===== src/sv/siem_pkg.sv =====
// ----------------------------------------------------------------------------
// siem_pkg
// Shared constants, selector codes and controller/datapath interface types
// for the sparse index expand/merge block.
// ----------------------------------------------------------------------------
`default_nettype none

package siem_pkg;

  localparam int MAX_INSERTED_DEF = 32;
  localparam int INDEX_BITS_DEF   = 20;
  localparam int VALUE_BITS       = 64;
  localparam int FUNC_BITS        = 2;

  localparam logic [FUNC_BITS-1:0] FUNC_LOAD   = 2'd0;
  localparam logic [FUNC_BITS-1:0] FUNC_SOURCE = 2'd1;
  localparam logic [FUNC_BITS-1:0] FUNC_FINISH = 2'd2;

  typedef struct packed {
    logic take_in;
    logic load;
    logic pass_inc;
    logic pass_clr;
    logic emit_ins;
    logic emit_src;
    logic out_last;
  } ctrl_cmd_t;

  typedef struct packed {
    logic mode;
    logic pending;
    logic hit;
    logic rd_ok;
    logic out_free;
    logic last_pending;
  } dp_stat_t;

endpackage

`default_nettype wire


===== src/sv/siem_ram.sv =====
// ----------------------------------------------------------------------------
// siem_ram
// Generic single write port, single read port RAM with registered read.
// ----------------------------------------------------------------------------
`default_nettype none

module siem_ram #(
  parameter int WIDTH = 8,
  parameter int DEPTH = 32,
  localparam int ADDR_BITS = (DEPTH > 1) ? $clog2(DEPTH) : 1
) (
  input  wire logic                 clk,
  input  wire logic                 wr_en,
  input  wire logic [ADDR_BITS-1:0] wr_addr,
  input  wire logic [WIDTH-1:0]     wr_data,
  input  wire logic [ADDR_BITS-1:0] rd_addr,
  output logic      [WIDTH-1:0]     rd_data
);

  logic [WIDTH-1:0] mem_r [DEPTH];

  always_ff @(posedge clk) begin
    if (wr_en) begin
      mem_r[wr_addr] <= wr_data;
    end
    rd_data <= mem_r[rd_addr];
  end

endmodule

`default_nettype wire


===== src/sv/siem_dp.sv =====
// ----------------------------------------------------------------------------
// siem_dp
// Datapath: inserted-entry store, list and walk counters, input holding
// registers, shifted-index compare and the output word register.
// ----------------------------------------------------------------------------
`default_nettype none

module siem_dp #(
  parameter int MAX_INSERTED = siem_pkg::MAX_INSERTED_DEF,
  parameter int INDEX_BITS   = siem_pkg::INDEX_BITS_DEF
) (
  input  wire logic                            clk,
  input  wire logic                            rst_n,
  input  wire logic                            cfg_write,
  input  wire logic                            cfg_data,
  input  wire logic [INDEX_BITS-1:0]           in_index,
  input  wire logic [siem_pkg::VALUE_BITS-1:0] in_value,
  input  wire logic                            out_stall,
  output logic                                 out_valid,
  output logic      [INDEX_BITS-1:0]           out_index,
  output logic      [siem_pkg::VALUE_BITS-1:0] out_value,
  output logic                                 out_last,
  input  wire siem_pkg::ctrl_cmd_t             cmd,
  output siem_pkg::dp_stat_t                   stat
);

  localparam int CNT_BITS  = $clog2(MAX_INSERTED + 1);
  localparam int ADDR_BITS = (MAX_INSERTED > 1) ? $clog2(MAX_INSERTED) : 1;
  localparam int SUM_BITS  = ((INDEX_BITS > CNT_BITS) ? INDEX_BITS : CNT_BITS) + 1;
  localparam int WORD_BITS = INDEX_BITS + siem_pkg::VALUE_BITS;

  logic                            mode_r;
  logic [CNT_BITS-1:0]             ins_cnt_r, ins_cnt_nxt;
  logic [CNT_BITS-1:0]             pass_cnt_r, pass_cnt_nxt;
  logic                            rd_ok_r, rd_ok_nxt;
  logic [INDEX_BITS-1:0]           idx_r;
  logic [siem_pkg::VALUE_BITS-1:0] val_r;
  logic                            out_valid_r, out_valid_nxt;
  logic [INDEX_BITS-1:0]           out_index_r, out_index_nxt;
  logic [siem_pkg::VALUE_BITS-1:0] out_value_r, out_value_nxt;
  logic                            out_last_r, out_last_nxt;

  logic                            wr_en;
  logic [ADDR_BITS-1:0]            wr_addr;
  logic [ADDR_BITS-1:0]            rd_addr;
  logic [WORD_BITS-1:0]            rd_data;
  logic [INDEX_BITS-1:0]           ins_pos;
  logic [siem_pkg::VALUE_BITS-1:0] ins_val;
  logic [SUM_BITS-1:0]             sum;
  logic [CNT_BITS-1:0]             pass_plus;
  logic                            out_free;

  assign wr_en   = cmd.load && (ins_cnt_r < CNT_BITS'(MAX_INSERTED));
  assign wr_addr = ins_cnt_r[ADDR_BITS-1:0];
  assign rd_addr = pass_cnt_r[ADDR_BITS-1:0];

  siem_ram #(
    .WIDTH (WORD_BITS),
    .DEPTH (MAX_INSERTED)
  ) u_ram (
    .clk     (clk),
    .wr_en   (wr_en),
    .wr_addr (wr_addr),
    .wr_data ({in_index, in_value}),
    .rd_addr (rd_addr),
    .rd_data (rd_data)
  );

  assign ins_pos   = rd_data[WORD_BITS-1 -: INDEX_BITS];
  assign ins_val   = rd_data[siem_pkg::VALUE_BITS-1:0];
  assign sum       = SUM_BITS'(idx_r) + SUM_BITS'(pass_cnt_r);
  assign pass_plus = pass_cnt_r + CNT_BITS'(1);
  assign out_free  = !out_valid_r || !out_stall;

  always_comb begin
    stat.mode         = mode_r;
    stat.pending      = pass_cnt_r < ins_cnt_r;
    stat.hit          = SUM_BITS'(ins_pos) <= sum;
    stat.rd_ok        = rd_ok_r;
    stat.out_free     = out_free;
    stat.last_pending = pass_plus == ins_cnt_r;
  end

  always_comb begin
    ins_cnt_nxt  = wr_en ? ins_cnt_r + CNT_BITS'(1) : ins_cnt_r;
    pass_cnt_nxt = pass_cnt_r;
    if (cmd.pass_clr) begin
      pass_cnt_nxt = '0;
    end else if (cmd.pass_inc) begin
      pass_cnt_nxt = pass_plus;
    end
    // read data is good when its read used the current address and no write hit that address
    rd_ok_nxt = !cmd.pass_inc && !cmd.pass_clr && !(wr_en && (wr_addr == rd_addr));
  end

  always_comb begin
    out_valid_nxt = out_valid_r && out_stall;
    out_index_nxt = out_index_r;
    out_value_nxt = out_value_r;
    out_last_nxt  = out_last_r;
    if (cmd.emit_ins) begin
      out_valid_nxt = 1'b1;
      out_index_nxt = ins_pos;
      out_value_nxt = ins_val;
      out_last_nxt  = cmd.out_last;
    end else if (cmd.emit_src) begin
      out_valid_nxt = 1'b1;
      out_index_nxt = sum[INDEX_BITS-1:0];
      out_value_nxt = val_r;
      out_last_nxt  = cmd.out_last;
    end
  end

  always_ff @(posedge clk) begin
    if (!rst_n) begin
      mode_r      <= 1'b1;
      ins_cnt_r   <= '0;
      pass_cnt_r  <= '0;
      rd_ok_r     <= 1'b0;
      out_valid_r <= 1'b0;
    end else begin
      if (cfg_write) begin
        mode_r <= cfg_data;
      end
      ins_cnt_r   <= ins_cnt_nxt;
      pass_cnt_r  <= pass_cnt_nxt;
      rd_ok_r     <= rd_ok_nxt;
      out_valid_r <= out_valid_nxt;
    end
  end

  always_ff @(posedge clk) begin
    if (cmd.take_in) begin
      idx_r <= in_index;
      val_r <= in_value;
    end
    out_index_r <= out_index_nxt;
    out_value_r <= out_value_nxt;
    out_last_r  <= out_last_nxt;
  end

  assign out_valid = out_valid_r;
  assign out_index = out_index_r;
  assign out_value = out_value_r;
  assign out_last  = out_last_r;

endmodule

`default_nettype wire


===== src/sv/siem_ctrl.sv =====
// ----------------------------------------------------------------------------
// siem_ctrl
// Controller: accepts words, walks pending inserted entries for a source
// word or a finish, and sequences emission into the output register.
// ----------------------------------------------------------------------------
`default_nettype none

module siem_ctrl (
  input  wire logic                               clk,
  input  wire logic                               rst_n,
  input  wire logic                               in_valid,
  input  wire logic [siem_pkg::FUNC_BITS-1:0]     in_func,
  output logic                                    in_stall,
  input  wire siem_pkg::dp_stat_t                 stat,
  output siem_pkg::ctrl_cmd_t                     cmd
);

  typedef enum logic [1:0] {
    ST_IDLE,
    ST_SOURCE,
    ST_FINISH
  } state_t;

  state_t state_r, state_nxt;

  assign in_stall = state_r != ST_IDLE;

  always_comb begin
    state_nxt = state_r;
    cmd       = '0;
    case (state_r)
      ST_IDLE: begin
        if (in_valid) begin
          case (in_func)
            siem_pkg::FUNC_LOAD: begin
              cmd.load = 1'b1;
            end
            siem_pkg::FUNC_SOURCE: begin
              cmd.take_in = 1'b1;
              state_nxt   = ST_SOURCE;
            end
            siem_pkg::FUNC_FINISH: begin
              state_nxt = ST_FINISH;
            end
            default: begin
            end
          endcase
        end
      end
      ST_SOURCE: begin
        if (stat.pending && !stat.rd_ok) begin
          state_nxt = ST_SOURCE;
        end else if (stat.pending && stat.hit) begin
          if (!stat.mode) begin
            cmd.pass_inc = 1'b1;
          end else if (stat.out_free) begin
            cmd.emit_ins = 1'b1;
            cmd.pass_inc = 1'b1;
          end
        end else if (stat.out_free) begin
          cmd.emit_src = 1'b1;
          cmd.out_last = 1'b1;
          state_nxt    = ST_IDLE;
        end
      end
      ST_FINISH: begin
        if (!stat.mode || !stat.pending) begin
          cmd.pass_clr = 1'b1;
          state_nxt    = ST_IDLE;
        end else if (stat.rd_ok && stat.out_free) begin
          cmd.emit_ins = 1'b1;
          cmd.out_last = stat.last_pending;
          if (stat.last_pending) begin
            cmd.pass_clr = 1'b1;
            state_nxt    = ST_IDLE;
          end else begin
            cmd.pass_inc = 1'b1;
          end
        end
      end
      default: begin
        state_nxt = ST_IDLE;
      end
    endcase
  end

  always_ff @(posedge clk) begin
    if (!rst_n) begin
      state_r <= ST_IDLE;
    end else begin
      state_r <= state_nxt;
    end
  end

endmodule

`default_nettype wire


===== src/sv/sparse_index_expand_merge.sv =====
// ----------------------------------------------------------------------------
// sparse_index_expand_merge
// Expands a reduced sparse vector into full index space, merging a loaded
// sorted list of inserted entries.
// ----------------------------------------------------------------------------
// Sequencing: a load word is written to the store at accept while the list has room,
//   else dropped; loads are taken back to back. A source word is held in the input
//   registers and its result is emitted once the output register is free; each inserted
//   entry passed or emitted first waits for a registered read of the store at the walk
//   pointer. in_stall holds off new words until a source or finish walk is done.
// Reset (rst_n, synchronous): counters clear, insert_mode = 1, store not cleared.
// ----------------------------------------------------------------------------
`default_nettype none

module sparse_index_expand_merge #(
  parameter int MAX_INSERTED = siem_pkg::MAX_INSERTED_DEF,
  parameter int INDEX_BITS   = siem_pkg::INDEX_BITS_DEF
) (
  input  wire logic                            clk,
  input  wire logic                            rst_n,
  input  wire logic                            cfg_write,
  input  wire logic                            cfg_data,
  input  wire logic                            in_valid,
  output logic                                 in_stall,
  input  wire logic [siem_pkg::FUNC_BITS-1:0]  in_func,
  input  wire logic [INDEX_BITS-1:0]           in_index,
  input  wire logic [siem_pkg::VALUE_BITS-1:0] in_value,
  output logic                                 out_valid,
  input  wire logic                            out_stall,
  output logic      [INDEX_BITS-1:0]           out_index,
  output logic      [siem_pkg::VALUE_BITS-1:0] out_value,
  output logic                                 out_last
);

  siem_pkg::ctrl_cmd_t cmd;
  siem_pkg::dp_stat_t  stat;

  siem_ctrl u_ctrl (
    .clk      (clk),
    .rst_n    (rst_n),
    .in_valid (in_valid),
    .in_func  (in_func),
    .in_stall (in_stall),
    .stat     (stat),
    .cmd      (cmd)
  );

  siem_dp #(
    .MAX_INSERTED (MAX_INSERTED),
    .INDEX_BITS   (INDEX_BITS)
  ) u_dp (
    .clk       (clk),
    .rst_n     (rst_n),
    .cfg_write (cfg_write),
    .cfg_data  (cfg_data),
    .in_index  (in_index),
    .in_value  (in_value),
    .out_stall (out_stall),
    .out_valid (out_valid),
    .out_index (out_index),
    .out_value (out_value),
    .out_last  (out_last),
    .cmd       (cmd),
    .stat      (stat)
  );

endmodule

`default_nettype wire

===== config.mk =====
export PLATFORM = sky130hd
export DESIGN_NAME = sparse_index_expand_merge
export DESIGN_NICKNAME = d
export VERILOG_FILES = /design/src/sv/siem_pkg.sv /design/src/sv/siem_ram.sv /design/src/sv/siem_dp.sv /design/src/sv/siem_ctrl.sv /design/src/sv/sparse_index_expand_merge.sv
export SDC_FILE = /design/constraint.sdc
export NUM_CORES = 2
export LEC_CHECK = 0
export BUFFER_PORTS_ARGS = -buffer_cell sky130_fd_sc_hd__buf_2
export CORE_UTILIZATION = 70
export CTS_BUF_LIST = sky130_fd_sc_hd__clkbuf_2 sky130_fd_sc_hd__clkbuf_4 sky130_fd_sc_hd__clkbuf_8
export CTS_CLUSTER_DIAMETER = 150
export DETAILED_ROUTE_END_ITERATION = 10
export PLACE_DENSITY_LB_ADDON = 0.08
export SYNTH_ARGS = -nofsm -noshare
export SYNTH_HDL_FRONTEND = slang
export SYNTH_SLANG_ARGS = --single-unit
export TNS_END_PERCENT = 5

===== constraint.sdc =====
create_clock -name clk -period 32.9 [get_ports clk]
set_input_delay 6.58 -clock clk [delete_from_list [all_inputs] [get_ports clk]]
set_output_delay 6.58 -clock clk [all_outputs]
set_load 0.02 [all_outputs]

Word level (Yosys, flattened, before mapping)
Memory sizes are Yosys's and may differ from the RTL's. A register that Yosys moved wholly into a read port is not among the register bits.
Index checks and enable logic that the tools add are counted.
{ "word_totals": {"ff_bits": 186, "ram_bits": 2688, "inputBits": 92, "n_memories": 1} }
{ "memory_table": {"columns": ["name", "words", "width", "read_ports", "rd_clocked_by_memory_dff", "write_ports", "line_no", "text"], "rows": [
  ["u_dp.u_ram.mem_r", 32, 84, 1, 1, 1, "siem_ram.sv:20", "logic [WIDTH-1:0] mem_r [DEPTH];"]
]} }
{ "classes": {"add_sub_neg": 3, "order_cmp": 3, "eq_ne": 12, "muxes": 45, "bitwise_logic": 1, "n_reduce_logical": 24} }
{ "ops": {"columns": ["cell", "count"], "rows": [
  ["$mux W64", 2],
  ["$mux W20", 2],
  ["$mux W1", 23],
  ["$mux W2", 11],
  ["$add A20 B6 Y21", 1],
  ["$le A20 B21 Y1", 1],
  ["$add A6 B1 Y6 const B", 2],
  ["$ne A3 B1 Y1 const B", 3],
  ["$logic_and A1 B1 Y1", 8],
  ["$logic_not A1 Y1", 8],
  ["$eq A6 B6 Y1", 1],
  ["$lt A6 B6 Y1", 1],
  ["$lt A6 B6 Y1 const B", 1],
  ["$mux W3", 2],
  ["$pmux W1 S2", 3],
  ["$pmux W2 S3", 1],
  ["$reduce_and A6 Y1", 1],
  ["$eq A5 B5 Y1", 1],
  ["$eq A2 B1 Y1 const B", 2],
  ["$eq A2 B2 Y1 const B", 2],
  ["$logic_not A2 Y1", 2],
  ["$pmux W2 S2", 1],
  ["$reduce_bool A2 Y1", 2],
  ["$ne A3 B2 Y1 const B", 1],
  ["other kinds (5)", 6]
]} }

Logic depth before layout (Yosys ltp)
{ "logic_depth": {"word_depth": 10, "ltp_mapped": 23, "ltp_nobuf": 17} }

Cells and area by module
A second synthesis with hierarchy kept.
{ "hier_totals": {"hier_cells": 5470, "hier_area_um2": 112111.3} }
{ "by_module_without_submodules": {"columns": ["module", "n_inst", "cells_each", "area_each_um2", "seq_area_each_um2"], "rows": [
  ["siem_ram", 1, 4912, 103783.3, 82399.0],
  ["siem_dp", 1, 511, 7983.9, 5375.2],
  ["siem_ctrl", 1, 47, 344.1, 40.0]
]} }

Least setup slack after synthesis
Ideal clock, no wire load.
{ "synth_path": {"path_kind": "input-to-reg", "startpoint": "input port in_func[1] (netlist bit)", "endpoint": "memory u_dp.u_ram.mem_r[11][0] (netlist bit) (enable)", "setup_time_ns": 0.736, "arrival_time_ns": 15.549, "t_required_ns": 32.164, "slack_ns": 16.615, "stages": 4, "cell_sequence": "nand2b_1 -> nor4_2 -> nand2_1 -> nor4_1"} }
{ "synth_between": {"elab_chain_cells": 7} }
{ "synth_lines": {"columns": ["element", "line_no", "text"], "rows": [
  ["start, declared", "sparse_index_expand_merge.sv:25", "input wire logic [siem_pkg::FUNC_BITS-1:0] in_func,"],
  ["$logic_not A2 Y1", "siem_ctrl.sv:34", "case (in_func)"],
  ["$mux W1", "siem_ctrl.sv:34", null],
  ["$mux W2", "siem_ctrl.sv:33", "if (in_valid) begin"],
  ["$mux W2", "siem_ctrl.sv:31", "case (state_r)"],
  ["$logic_and A1 B1 Y1", "siem_dp.sv:53", "assign wr_en = cmd.load && (ins_cnt_r < CNT_BITS'(MAX_INSERTED));"],
  ["$mux W1", "siem_ram.sv:23", "if (wr_en) begin"],
  ["$mux W1 (implied by the code)", "siem_ram.sv:24", "mem_r[wr_addr] <= wr_data;"],
  ["end, declared", "siem_ram.sv:20", null]
]} }
No other way between the ends.

Worst setup path in the final report
{ "layout_path": {"startpoint": "input port in_func[1] (netlist bit)", "endpoint": "memory u_dp.u_ram.mem_r[16][18] (netlist bit) (enable)"} }
Same word-level chain as after synthesis.

==> flow_summary.ini <==
[run_status]
result_of_the_run = finished, final reports clean

[grt]
grt_max_degree = 126
grt_pass1_vias = 53200
globalRouteTotalUtil_pct = 30.7
gr-total-overflow = 0
grt_first_pass_wirelength_um = 354000
grt_antenna_before_repair = 5

[die]
die-height_um = 402
die_x_um = 402
rows = 146
ioPinCount = 179
die_area_um2 = 161000
floorplan.initialDensity_pct = 70.5
core_area_um2 = 159000

[setup_path]
crit_path_cell_trace = buf_2, nand2b_1, nor4_2, nand2_1, nor2_4, buf_4
end_kind = flip-flop
criticalPathCategory = input port to flip-flop
cpMaxStageDelayCell = nor2_4
ff2ff_path_depth = 18
critPathLaunchType = input port
critical_path_required_ps = 33590
worstPathMaxFanout = 59
critPathArrivalTime_ps = 10590
critPathMaxStageDelay_ps = 1000

[logic_synthesis]
synth_top_area_share_pct = 76.7
synth.lib_cells_used.distinct = 64
synth_sequential_area_ratio_pct = 78.5
edff_count_synth = 2857
synth_top_area_cell = edfxtp_1
async_sr_flop_fraction_pct = 0
synthCells = 4692
mappedNetlistArea_um2 = 112000
syn-mean-instance-area_um2 = 23.8
synthTopCellsByArea = edfxtp_1, mux4_2, dfxtp_1
syn_nets = 4825
synth-seq-cells = 2958
synth-warning-count = 0
ys.flop_type = edfxtp_1

[finish]
num-fill-cells = 7789
layout.nets = 5340
final_cells = 7643
share_of_cells_above_drive_strength_1_pct = 35.0
finish.utilization_pct = 78.4
post-route-cell-area_um2 = 124000
area_delta_synth_final_pct = 11.2

[clock_network]
clk_latency_ps = 1110
cts.repair_timing.setup_buffer_count = 0
cts.sink_count = 2958
clkSlewWorstSetupHoldPaths_ps = 60
ctsLongestPathBuffers = 4
clock_tree.htree_level_count = 5
clockRootBuffer = clkbuf_8
postCtsResizedCells = 0
tritoncts = built
cts_hold_buf = 0
cts_buffers = 456

[routing]
routed-via-count = 51500
detailedRoute.firstPassIterationCount = 5
ant_nets = 0
wl_um = 242000
wl_per_cell_um = 31.6
drc_errors = 0
detail_route.vias_per_cell = 6.73
drt_iter0_drc = 5844

[sta]
setup-violations-final = 0
period_needed_ps = 9900
max-slew-margin-rel_pct = 12.9
finalHoldViolCount = 0
finalMaxSlewViolations = 0
finalClockSkew_ps = 39.4
maxClockFrequency_mhz = 101
grt_setup_unrepaired = no
max_slew.worst_pin.slew_ps = 1300
final_min_period_over_clock_period_pct = 30.1
totalNegativeSetupSlack_ps = 0

[hold_path]
whs_path_depth = 2
min-delay-path-class = flip-flop to flip-flop

[power_and_ir_drop]
fin_total_pwr_w = 0.00732
power.density_cell_area_nw_per_um2 = 58.9
max-vdd-ir-drop_mv = 0.0579
static-leakage-power_nw = 39.0

[place]
postPlaceCellArea_um2 = 115000
place.detailed.hpwl_um = 128000
placedCellCount = 6821
finalWeightedCongestion = 0.827
io_buffer_count = 178

[flow_run]
max-cap-violations = 0
[kinds of logic after synthesis]
logic type,Yosys count,share of synthesized area (%)
xor gates and xnor gates,26,0.204
AOI/OAI and AO/OA,66,0.416
DFF,2958,78.5
muxes,930,17.9
and+or+nand+nor,405,1.51
buffers and inverters,266,1.01
adders and majority gates,41,0.465
[final cells by class]
type	instances	area [µm²]	area share, %
timing repair buffer	278	1680	1.35
sequential	2958	87800	70.6
clock buffer	638	7840	6.30
antenna	4	10.0	0.00805
inverter	45	181	0.146
tap	2072	2590	2.08
multi-input combinational	1468	23100	18.6
clock inverter	180	1130	0.910
[layout by cell type, fill, tap and decap left out, types with 14 or more instances in the layout]
master	n
edfxtp_1	2857
mux4_2	840
clkbuf_8	488
nand2_1	283
buf_2	178
clkbuf_4	150
clkinv_1	102
buf_4	97
dfxtp_1	97
clkinv_2	56
mux2_2	46
inv_1	42
ha_1	40
nor2_4	26
mux2i_1	25
nor2_1	21
mux2_4	19
nand3_1	18
a21oi_1	17
xnor2_1	17
nand4_1	14
[worst paths after layout]
check                     startpoint                        to  slack, ps
hold / removal     u_ctrl.state_r[1]         u_ctrl.state_r[1]        500
setup / recovery          in_func[1]  u_dp.u_ram.mem_r[16][18]      23000
setup reg to reg  u_dp.pass_cnt_r[0]        u_dp.out_value[55]      25630
hold reg to reg    u_ctrl.state_r[1]         u_ctrl.state_r[1]        500
[flip-flops by register name, indices dropped and copies added (netlist names)]
| register | cells |
|---|---|
| u_dp.out_value | 64 |
| u_dp.rd_ok_r | 1 |
| u_dp.out_index | 20 |
| u_dp.ins_cnt_r | 6 |
| u_dp.out_valid | 1 |
| u_dp.u_ram.mem_r | 2688 |
| u_dp.val_r | 64 |
| u_dp.pass_cnt_r | 6 |
| u_dp.mode_r | 1 |
| u_dp.idx_r | 20 |
| u_dp.out_last | 1 |
| u_dp.u_ram.rd_data | 84 |
| u_ctrl.state_r | 2 |
[per-stage QoR]
step           setup slack (ps)  hold slack (ps)
4_1_cts                   23100              496
3_5_place_dp              21940              490
6_report                  23000              499
3_3_place_gp              22020              464
2_1_floorplan             16620              451
5_1_grt                   22910              515
[cells in the mapped netlist, types with 25 or more instances]
| master | count |
|---|---|
| mux4_2 | 840 |
| edfxtp_1 | 2857 |
| nor2_1 | 47 |
| inv_1 | 42 |
| nand2_1 | 283 |
| clkbuf_1 | 112 |
| dfxtp_1 | 101 |
| mux2i_1 | 25 |
| buf_2 | 46 |
| buf_1 | 53 |
| mux2_2 | 46 |
| ha_1 | 40 |
[critical path, delay by kind of cell]
kind | cells | cell delay (ps)
buf+inv | 2 | 1070
simple gates | 4 | 2720
[routing by layer]
metal	share of wire [%]	track usage, %	up-vias
met2	51	49.9	2737
met1	38	44.0	27300
met5	0.0091	0	-
met4	2.8	9.94	4
met3	8.2	5.06	409
li1	-	-	21000
[where the power goes]
part	internal, W	switching (W)
Sequential	0.00416	0.0000106
Combinational	0.0000388	0.000123
Clock	0.00163	0.00135
No activity file was read; power rests on OpenSTA's default activity.
